==> src/hw/rtl/htpid_pkg.sv <==
// shared types, constants and register codes for the heading pid controller
// no dependencies; imported by every rtl module of the block but the checker
package htpid_pkg;

    // angles are q4.12 radians
    localparam int ANG_PI     = 12868;
    localparam int ANG_TWO_PI = 25736;
    localparam int FRAC_BITS  = 20;

    localparam int POWER_LIMIT = 127;
    localparam int LIMIT_EFF   = (POWER_LIMIT > 127) ? 127 : POWER_LIMIT;

    localparam int CFG_IDX_W  = 3;
    localparam int CFG_DATA_W = 16;

    localparam logic [CFG_IDX_W-1:0] CFG_TARGET_ANGLE    = 3'd0;
    localparam logic [CFG_IDX_W-1:0] CFG_GAIN_P          = 3'd1;
    localparam logic [CFG_IDX_W-1:0] CFG_GAIN_I          = 3'd2;
    localparam logic [CFG_IDX_W-1:0] CFG_GAIN_D          = 3'd3;
    localparam logic [CFG_IDX_W-1:0] CFG_INTEGRAL_WINDOW = 3'd4;
    localparam logic [CFG_IDX_W-1:0] CFG_SETTLE_BAND     = 3'd5;

    localparam logic OP_TICK    = 1'b0;
    localparam logic OP_RESTART = 1'b1;

    typedef struct packed {
        logic signed [15:0] target_angle;
        logic [15:0]        gain_p;
        logic [15:0]        gain_i;
        logic [15:0]        gain_d;
        logic [14:0]        integral_window;
        logic [14:0]        settle_band;
    } t_cfg;

    typedef struct packed {
        logic               restart;
        logic               settled;
        logic signed [16:0] err;
        logic signed [31:0] err_sum;
        logic signed [16:0] deriv;
    } t_err_stage;

    typedef struct packed {
        logic               restart;
        logic               settled;
        logic signed [33:0] p_term;
        logic signed [48:0] i_term;
        logic signed [33:0] d_term;
    } t_prod_stage;

endpackage

==> src/hw/rtl/htpid_if.sv <==
// valid/ready channel interfaces for command and result transfers
// no dependencies; used by the top level of the heading pid controller
interface htpid_cmd_if;
    logic               valid;
    logic               ready;
    logic               operation;
    logic signed [15:0] measured_heading;

    modport source (output valid, output operation, output measured_heading, input ready);
    modport sink   (input valid, input operation, input measured_heading, output ready);
endinterface

interface htpid_res_if;
    logic              valid;
    logic              ready;
    logic signed [7:0] drive_power;
    logic              settled;

    modport source (output valid, output drive_power, output settled, input ready);
    modport sink   (input valid, input drive_power, input settled, output ready);
endinterface

==> src/hw/rtl/htpid_cfg.sv <==
// configuration register file with write decode and reset defaults
// depends on htpid_pkg
module htpid_cfg
    import htpid_pkg::*;
(
    input  logic                  i_clk,
    input  logic                  i_rst_n,
    input  logic                  i_cfg_we,
    input  logic [CFG_IDX_W-1:0]  i_cfg_idx,
    input  logic [CFG_DATA_W-1:0] i_cfg_data,
    output t_cfg                  o_cfg
);

    t_cfg r_cfg;
    t_cfg n_cfg;

    always_comb begin
        n_cfg = r_cfg;
        if (i_cfg_we) begin
            case (i_cfg_idx)
                CFG_TARGET_ANGLE:    n_cfg.target_angle    = $signed(i_cfg_data);
                CFG_GAIN_P:          n_cfg.gain_p          = i_cfg_data;
                CFG_GAIN_I:          n_cfg.gain_i          = i_cfg_data;
                CFG_GAIN_D:          n_cfg.gain_d          = i_cfg_data;
                CFG_INTEGRAL_WINDOW: n_cfg.integral_window = i_cfg_data[14:0];
                CFG_SETTLE_BAND:     n_cfg.settle_band     = i_cfg_data[14:0];
                default:             n_cfg = r_cfg;
            endcase
        end
    end

    always_ff @(posedge i_clk) begin
        if (!i_rst_n) begin
            r_cfg.target_angle    <= 16'sd0;
            r_cfg.gain_p          <= 16'd51200;
            r_cfg.gain_i          <= 16'd512;
            r_cfg.gain_d          <= 16'd0;
            r_cfg.integral_window <= 15'd369;
            r_cfg.settle_band     <= 15'd410;
        end else begin
            r_cfg <= n_cfg;
        end
    end

    assign o_cfg = r_cfg;

endmodule

==> src/hw/rtl/htpid_error.sv <==
// error stage: angle wrap, windowed saturating integrator, derivative
// depends on htpid_pkg; holds the error sum and previous error state
module htpid_error
    import htpid_pkg::*;
(
    input  logic               i_clk,
    input  logic               i_rst_n,
    input  logic               i_load,
    input  logic               i_operation,
    input  logic signed [15:0] i_heading,
    input  t_cfg               i_cfg,
    output t_err_stage         o_stage
);

    localparam logic signed [18:0] PI_W = 19'(ANG_PI);

    logic signed [31:0] r_err_sum;
    logic signed [31:0] n_err_sum;
    logic signed [16:0] r_last_err;
    logic signed [16:0] n_last_err;
    t_err_stage         r_stage;
    t_err_stage         n_stage;

    logic signed [16:0] raw_err;
    logic signed [18:0] raw_ext;
    logic signed [18:0] cand;
    logic signed [18:0] wrapped;
    logic signed [16:0] err;
    logic [16:0]        err_mag;
    logic signed [32:0] sum_ext;
    logic signed [31:0] sum_win;
    logic               sign_flip;

    assign raw_err = {i_cfg.target_angle[15], i_cfg.target_angle} - {i_heading[15], i_heading};
    assign raw_ext = {{2{raw_err[16]}}, raw_err};

    // exactly one shift by a multiple of 2*pi lands in (-pi, pi]
    always_comb begin
        wrapped = raw_ext;
        cand    = raw_ext;
        for (int k = -3; k <= 3; k++) begin
            cand = raw_ext + 19'(k * ANG_TWO_PI);
            if (cand > -PI_W && cand <= PI_W) begin
                wrapped = cand;
            end
        end
    end

    assign err     = wrapped[16:0];
    assign err_mag = err[16] ? 17'(-err) : 17'(err);
    assign sum_ext = {r_err_sum[31], r_err_sum} + {{16{err[16]}}, err};

    always_comb begin
        if (sum_ext[32] != sum_ext[31]) begin
            sum_win = sum_ext[32] ? 32'sh8000_0000 : 32'sh7fff_ffff;
        end else begin
            sum_win = sum_ext[31:0];
        end
    end

    assign sign_flip = (err < 0 && r_last_err > 0) || (err > 0 && r_last_err < 0);

    always_comb begin
        n_err_sum  = r_err_sum;
        n_last_err = r_last_err;
        n_stage    = r_stage;
        if (i_load) begin
            if (i_operation == OP_RESTART) begin
                n_err_sum       = 32'sd0;
                n_last_err      = 17'sd0;
                n_stage.restart = 1'b1;
                n_stage.settled = 1'b0;
                n_stage.err     = 17'sd0;
                n_stage.err_sum = 32'sd0;
                n_stage.deriv   = 17'sd0;
            end else begin
                if (err_mag < {2'b00, i_cfg.integral_window} && !sign_flip) begin
                    n_err_sum = sum_win;
                end else begin
                    n_err_sum = 32'sd0;
                end
                n_last_err      = err;
                n_stage.restart = 1'b0;
                n_stage.settled = err_mag < {2'b00, i_cfg.settle_band};
                n_stage.err     = err;
                n_stage.err_sum = n_err_sum;
                n_stage.deriv   = err - r_last_err;
            end
        end
    end

    always_ff @(posedge i_clk) begin
        if (!i_rst_n) begin
            r_err_sum  <= 32'sd0;
            r_last_err <= 17'sd0;
        end else begin
            r_err_sum  <= n_err_sum;
            r_last_err <= n_last_err;
        end
    end

    always_ff @(posedge i_clk) begin
        r_stage <= n_stage;
    end

    assign o_stage = r_stage;

endmodule

==> src/hw/rtl/htpid_mult.sv <==
// multiply stage: p, i and d products against the q8.8 gains
// depends on htpid_pkg
module htpid_mult
    import htpid_pkg::*;
(
    input  logic        i_clk,
    input  logic        i_load,
    input  t_err_stage  i_stage,
    input  t_cfg        i_cfg,
    output t_prod_stage o_stage
);

    t_prod_stage        r_stage;
    logic signed [16:0] gain_p_s;
    logic signed [16:0] gain_i_s;
    logic signed [16:0] gain_d_s;

    assign gain_p_s = $signed({1'b0, i_cfg.gain_p});
    assign gain_i_s = $signed({1'b0, i_cfg.gain_i});
    assign gain_d_s = $signed({1'b0, i_cfg.gain_d});

    always_ff @(posedge i_clk) begin
        if (i_load) begin
            r_stage.restart <= i_stage.restart;
            r_stage.settled <= i_stage.settled;
            r_stage.p_term  <= i_stage.err * gain_p_s;
            r_stage.i_term  <= i_stage.err_sum * gain_i_s;
            r_stage.d_term  <= i_stage.deriv * gain_d_s;
        end
    end

    assign o_stage = r_stage;

endmodule

==> src/hw/rtl/htpid_sum.sv <==
// output stage: add products, floor to integer power, clamp, deadband
// depends on htpid_pkg
module htpid_sum
    import htpid_pkg::*;
(
    input  logic              i_clk,
    input  logic              i_load,
    input  t_prod_stage       i_stage,
    output logic signed [7:0] o_drive_power,
    output logic              o_settled
);

    localparam logic signed [29:0] PWR_MAX = 30'(LIMIT_EFF);
    localparam logic signed [29:0] PWR_MIN = -PWR_MAX;

    logic signed [49:0] acc;
    logic signed [29:0] pwr;
    logic signed [7:0]  n_drive_power;
    logic               n_settled;
    logic signed [7:0]  r_drive_power;
    logic               r_settled;

    assign acc = {{16{i_stage.p_term[33]}}, i_stage.p_term}
               + {{1{i_stage.i_term[48]}}, i_stage.i_term}
               + {{16{i_stage.d_term[33]}}, i_stage.d_term};

    // dropping the low fraction bits floors toward minus infinity
    assign pwr = acc[49:FRAC_BITS];

    always_comb begin
        if (i_stage.restart || i_stage.settled) begin
            n_drive_power = 8'sd0;
        end else if (pwr > PWR_MAX) begin
            n_drive_power = PWR_MAX[7:0];
        end else if (pwr < PWR_MIN) begin
            n_drive_power = PWR_MIN[7:0];
        end else begin
            n_drive_power = pwr[7:0];
        end
        n_settled = i_stage.settled && !i_stage.restart;
    end

    always_ff @(posedge i_clk) begin
        if (i_load) begin
            r_drive_power <= n_drive_power;
            r_settled     <= n_settled;
        end
    end

    assign o_drive_power = r_drive_power;
    assign o_settled     = r_settled;

endmodule

==> src/hw/rtl/heading_turn_pid_controller.sv <==
// heading pid turn controller: four register stages (input, error, products, result)
// path: a command passes the input, error, product and result registers in turn
// throughput: one item per cycle unless the result channel stalls, bounded by the error sum update loop
// each stage advances when the one after it is empty or moving, so bubbles absorb stalls
// reset: synchronous active low; clears valids, error sum and last error, and loads config defaults
// depends on htpid_pkg, htpid_if, htpid_cfg, htpid_error, htpid_mult, htpid_sum
module heading_turn_pid_controller
    import htpid_pkg::*;
(
    input  logic                  i_clk,
    input  logic                  i_rst_n,
    htpid_cmd_if.sink             i_cmd,
    htpid_res_if.source           o_res,
    input  logic                  i_cfg_we,
    input  logic [CFG_IDX_W-1:0]  i_cfg_idx,
    input  logic [CFG_DATA_W-1:0] i_cfg_data
);

    t_cfg        cfg;
    t_err_stage  err_stage;
    t_prod_stage prod_stage;

    logic               r_in_valid;
    logic               r_err_valid;
    logic               r_prod_valid;
    logic               r_out_valid;
    logic               r_in_op;
    logic signed [15:0] r_in_heading;

    logic en_in;
    logic en_err;
    logic en_prod;
    logic en_out;

    assign en_out  = !r_out_valid || o_res.ready;
    assign en_prod = !r_prod_valid || en_out;
    assign en_err  = !r_err_valid || en_prod;
    assign en_in   = !r_in_valid || en_err;

    always_ff @(posedge i_clk) begin
        if (!i_rst_n) begin
            r_in_valid   <= 1'b0;
            r_err_valid  <= 1'b0;
            r_prod_valid <= 1'b0;
            r_out_valid  <= 1'b0;
        end else begin
            if (en_in)   r_in_valid   <= i_cmd.valid;
            if (en_err)  r_err_valid  <= r_in_valid;
            if (en_prod) r_prod_valid <= r_err_valid;
            if (en_out)  r_out_valid  <= r_prod_valid;
        end
    end

    always_ff @(posedge i_clk) begin
        if (en_in && i_cmd.valid) begin
            r_in_op      <= i_cmd.operation;
            r_in_heading <= i_cmd.measured_heading;
        end
    end

    htpid_cfg u_cfg (
        .i_clk      (i_clk),
        .i_rst_n    (i_rst_n),
        .i_cfg_we   (i_cfg_we),
        .i_cfg_idx  (i_cfg_idx),
        .i_cfg_data (i_cfg_data),
        .o_cfg      (cfg)
    );

    // integrator state moves only on a real transfer into the error stage
    htpid_error u_error (
        .i_clk       (i_clk),
        .i_rst_n     (i_rst_n),
        .i_load      (en_err && r_in_valid),
        .i_operation (r_in_op),
        .i_heading   (r_in_heading),
        .i_cfg       (cfg),
        .o_stage     (err_stage)
    );

    htpid_mult u_mult (
        .i_clk   (i_clk),
        .i_load  (en_prod && r_err_valid),
        .i_stage (err_stage),
        .i_cfg   (cfg),
        .o_stage (prod_stage)
    );

    htpid_sum u_sum (
        .i_clk         (i_clk),
        .i_load        (en_out && r_prod_valid),
        .i_stage       (prod_stage),
        .o_drive_power (o_res.drive_power),
        .o_settled     (o_res.settled)
    );

    assign i_cmd.ready = en_in;
    assign o_res.valid = r_out_valid;

endmodule

==> src/flat_wrapper.sv <==
// flat-port wrapper written by rule: the top's interface ports become plain ports
module heading_turn_pid_controller_flat import htpid_pkg::*;
  (i_clk, i_rst_n, i_cfg_we, i_cfg_idx, i_cfg_data, i_cmd_valid, i_cmd_operation, i_cmd_measured_heading, i_cmd_ready, o_res_valid, o_res_drive_power, o_res_settled, o_res_ready);
  htpid_cmd_if i_cmd_i ();
  htpid_res_if o_res_i ();
  input  logic i_clk;
  input  logic i_rst_n;
  input  logic i_cfg_we;
  input  logic [CFG_IDX_W-1:0] i_cfg_idx;
  input  logic [CFG_DATA_W-1:0] i_cfg_data;
  input wire logic [$bits(i_cmd_i.valid)-1:0] i_cmd_valid;
  input wire logic [$bits(i_cmd_i.operation)-1:0] i_cmd_operation;
  input wire logic [$bits(i_cmd_i.measured_heading)-1:0] i_cmd_measured_heading;
  output wire logic [$bits(i_cmd_i.ready)-1:0] i_cmd_ready;
  output wire logic [$bits(o_res_i.valid)-1:0] o_res_valid;
  output wire logic [$bits(o_res_i.drive_power)-1:0] o_res_drive_power;
  output wire logic [$bits(o_res_i.settled)-1:0] o_res_settled;
  input wire logic [$bits(o_res_i.ready)-1:0] o_res_ready;
  assign i_cmd_i.valid = i_cmd_valid;
  assign i_cmd_i.operation = i_cmd_operation;
  assign i_cmd_i.measured_heading = i_cmd_measured_heading;
  assign i_cmd_ready = i_cmd_i.ready;
  assign o_res_valid = o_res_i.valid;
  assign o_res_drive_power = o_res_i.drive_power;
  assign o_res_settled = o_res_i.settled;
  assign o_res_i.ready = o_res_ready;
  heading_turn_pid_controller u_core (.i_clk(i_clk), .i_rst_n(i_rst_n), .i_cmd(i_cmd_i), .o_res(o_res_i), .i_cfg_we(i_cfg_we), .i_cfg_idx(i_cfg_idx), .i_cfg_data(i_cfg_data));
endmodule
==> config.mk <==
export PLATFORM = sky130hd
export DESIGN_NAME = heading_turn_pid_controller_flat
export DESIGN_NICKNAME = d
export VERILOG_FILES = /design/src/hw/rtl/htpid_pkg.sv /design/src/hw/rtl/htpid_if.sv /design/src/hw/rtl/htpid_cfg.sv /design/src/hw/rtl/htpid_error.sv /design/src/hw/rtl/htpid_mult.sv /design/src/hw/rtl/htpid_sum.sv /design/src/hw/rtl/heading_turn_pid_controller.sv /design/src/flat_wrapper.sv
export SDC_FILE = /design/constraint.sdc
export NUM_CORES = 2
export LEC_CHECK = 0
export BUFFER_PORTS_ARGS = -buffer_cell sky130_fd_sc_hd__clkbuf_2
export CORE_MARGIN = 2
export CORE_UTILIZATION = 35
export CTS_CLUSTER_DIAMETER = 60
export DETAILED_ROUTE_END_ITERATION = 6
export PLACE_DENSITY = 0.58
export SKIP_LAST_GASP = 1
export SLEW_MARGIN = 20
export SYNTH_ARGS = -nofsm -noshare
export SYNTH_HDL_FRONTEND = slang
export SYNTH_SLANG_ARGS = --single-unit
export TNS_END_PERCENT = 30
==> constraint.sdc <==
create_clock -name i_clk -period 13.83 [get_ports i_clk]
set_input_delay 2.766 -clock i_clk [delete_from_list [all_inputs] [get_ports i_clk]]
set_output_delay 2.766 -clock i_clk [all_outputs]
set_load 0.01 [all_outputs]
==> impl_metrics.yaml <==
power_and_ir_drop:
  intPower_uw: 3550
  power_frac_seq: 0.217
  clkPwrFrac: 0.194
  switching_share: 0.478
  p_comb_frac: 0.589
  ir_worst_vdd_mv: 0.120
  p_sw_uw: 3260
  power_density_nw_per_um2: 103
  power.leakage_uw: 0.0293
critical_path:
  critPathSlowestCell: "o311ai_1"
  rr_startpoint: "u_core.r_in_heading[3]"
  slowest_delay_ps: 900
  critPathBufInv: 4
  required_ps: 14200
  timing.rr.end: "u_core.u_error.o_stage[33]"
  critPathMostFrequentCell: "o21ai_0"
  start_kind: "flop"
  ff2ff_path_depth: 39
  r2r_slack_ps: 1230
  critPathKind: "flop to flop"
  cp_top_family: "compound AO/OA/AOI/OAI gates"
  endpoint_kind: "flop"
  worst_ep_arrival_time_ps: 12970
  worst-path-max-fanout: 32
drt:
  post_drt_wl_per_cell_um: 19.6
  via_per_inst: 5.14
  firstDrtPassIters: 7
  drt-total-wl_um: 178000
  drcViolationCount: 0
  vias: 46700
  ant_nets: 0
  drt_iter0_markers: 2920
cts:
  path_clk_slew_ps: 60
  cts-htree-levels: 2
  cts_sinks: 360
  cts_buffers: 49
  cts-resized-gates: 0
  ctsLongestPathBuffers: 3
  clk_latency_ps: 680
  cts_tree: "yes"
  cts_root_buf: "clkbuf_16"
  holdBufCountCts: 0
  cts_setup_buffers: 0
synthesis:
  synth_warnings: 0
  avgSynthCellArea_um2: 9.11
  ys.flop_type: "edfxtp_1"
  yosys_register_bits: 360
  syn_nets: 8382
  synthCells: 6799
  ys_seq_area_frac: 0.151
  synth_edf_count: 213
  synthArstFlopShare: 0
  syn_area_um2: 62000
  synth_cell_types: 109
layout:
  layout_common_cells: "inv_1 (1307), fa_1 (1098), nand2_1 (990)"
  drive_gt1_frac: 0.0493
  final_common_cell: "inv_1"
  fin_nets: 8281
  areaGrowthSynthToFinish_pct: 7.09
  stdcell_count: 9079
  fin_area_um2: 66400
  utilization: 0.377
sta:
  slew_violations: 0
  rsz0062_at_grt: "no"
  setup_viol: 0
  relSlewSlack: 0.255
  post-route-min-period_ps: 12600
  fmax_ghz: 0.0794
  hold_viol: 0
  fin_tns_setup_ps: 0
  hold-worst-slack_ps: 467
  fin_worst_skew_ps: 53.0
  period_share: 0.911
  worst_slew_pin_slew_ps: 1100
floorplanning:
  start_util: 0.352
  dieHeight_um: 425
  num_rows: 154
  ios: 52
  core_um2: 176000
  dieArea_um2: 180000
  die_x_um: 425
status:
  status: "finished, final reports clean"
global_routing:
  grt_first_pass_wirelength_um: 286000
  grt_pass1_vias: 49500
  grt_start_max_net_pins: 109
  gr-total-overflow: 0
  antenna_found_initial: 7
  grt_use_total: 0.202
hold_path:
  hold_start: "u_core.u_cfg.o_cfg[47]"
  hp-class: "flop to flop"
  hold_path_depth: 2
  min_to: "u_core.u_cfg.o_cfg[47]"
placed_design:
  port_buffers: 51
  hpwl_um: 141000
  place_inst: 8987
  placed_cell_area_um2: 64700
  routabilityCongestion: 0.915
run:
  drv_cap: 0
## Yosys cell counts (all sizes together) (8+ instances only)
cell type  instances  area [µm²]
a21o              88         661
and2             460        2880
inv             1309        4910
nor4              31         260
o21a              49         368
o211ai            40         314
o22ai             11        68.8
or4                9        67.6
o221ai            14         123
dfxtp            147        2940
nand4             24         150
nor2             258         976
o21bai            21         158
ha               444        5560
o31ai             50         531
nand2            991        3720
a21boi           105         788
a311oi             9        85.1
xor2              54         480
nand3             81         410
a211o             10        87.6
edfxtp           213        6400
or3               29         186
a211oi            46         383
a31oi             38         244
a32oi              9        78.8
o311ai            18         158
clkbuf           238         893
nand2b            34         215
fa              1098       22000
o21ai            135         687
nor2b             37         231
a21oi            196        1010
or2               20         125
and3              35         219
nand3b            12        90.1
o41ai              8        70.1
buf               48         274
o2111ai           19         166
nor3              81         415
a41oi              8        70.1
xnor2            150        1340
a2111oi           17         155
## worst min-delay path, delay by kind of cell, from the launching register on
family	cells	cell delay, ps
AO/OA/AOI/OAI	1	60
flip-flops	1	310
AND/OR/NAND/NOR	1	50
## routing by layer
layer | share of wire | GRT usage | routed length, µm
met5 | 0.00016 | 0 | 29
met4 | 0.040 | 0.0756 | 7200
met3 | 0.057 | 0.0281 | 10200
met2 | 0.46 | 0.330 | 82300
met1 | 0.44 | 0.272 | 77900
## flip-flops by register name (all words and copies together), names as in the netlist
register	flops
u_core.u_cfg.o_cfg	94
u_core.r_in_op	1
u_core.u_sum.o_settled	1
u_core.u_error.o_stage	68
u_core.u_mult.o_stage	119
u_core.u_error.r_err_sum	32
u_core.r_in_valid	1
u_core.r_prod_valid	1
u_core.r_err_valid	1
u_core.u_sum.o_drive_power	8
u_core.r_in_heading	16
u_core.u_error.r_last_err	17
u_core.o_res.valid	1
## worst max-delay path by stage
stage / from / endpoint / slack [ps] / cells after the start
5_1_grt: u_core.r_in_heading[3] / u_core.u_error.o_stage[33] / 150 / 39
2_1_floorplan: u_core.r_in_heading[2] / u_core.u_error.r_err_sum[11] / 4620 / 41
6_report: u_core.r_in_heading[3] / u_core.u_error.o_stage[33] / 1230 / 39
3_5_place_dp: u_core.r_in_heading[3] / u_core.u_error.o_stage[35] / 1560 / 39
4_1_cts: u_core.r_in_heading[3] / u_core.u_error.o_stage[33] / 1430 / 39
3_3_place_gp: u_core.r_in_heading[3] / u_core.u_error.o_stage[26] / 1540 / 39
## metrics by stage
stage / setup slack (ps) / total power [µW]
finish: 1230 / 6810
floorplan: 4620 / 4190
global placement: 1540 / 5480
detailed placement: 1560 / 5530
global route: 150 / 7360
CTS: 1430 / 6880
## area by class of cell
| type | instances | area [µm²] |
|---|---|---|
| clock inverter | 31 | 332 |
| timing repair buffer | 134 | 881 |
| clock buffer | 60 | 1340 |
| multi-input combinational | 4843 | 46600 |
| tap | 2340 | 2930 |
| fill | 17800 | 110000 |
| antenna | 1 | 2.50 |
| inverter | 1310 | 4920 |
| sequential | 360 | 9340 |
## power groups by stage
stage	Sequential, µW	Combinational, µW	Clock, µW
6_report	1480	4020	1320
5_1_grt	1490	4490	1390
4_1_cts	1480	4060	1350
3_5_place_dp	1500	4030	0
3_3_place_gp	1500	3980	0
2_1_floorplan	1380	2810	0
## cell families after synthesis
logic type | synth area share
simple gates | 0.163
buf+inv | 0.0982
fa+ha+maj | 0.444
compound gates | 0.112
flops | 0.151
xor+xnor | 0.0302
mux | 0.00151
No activity file was read; power rests on OpenSTA's default activity.
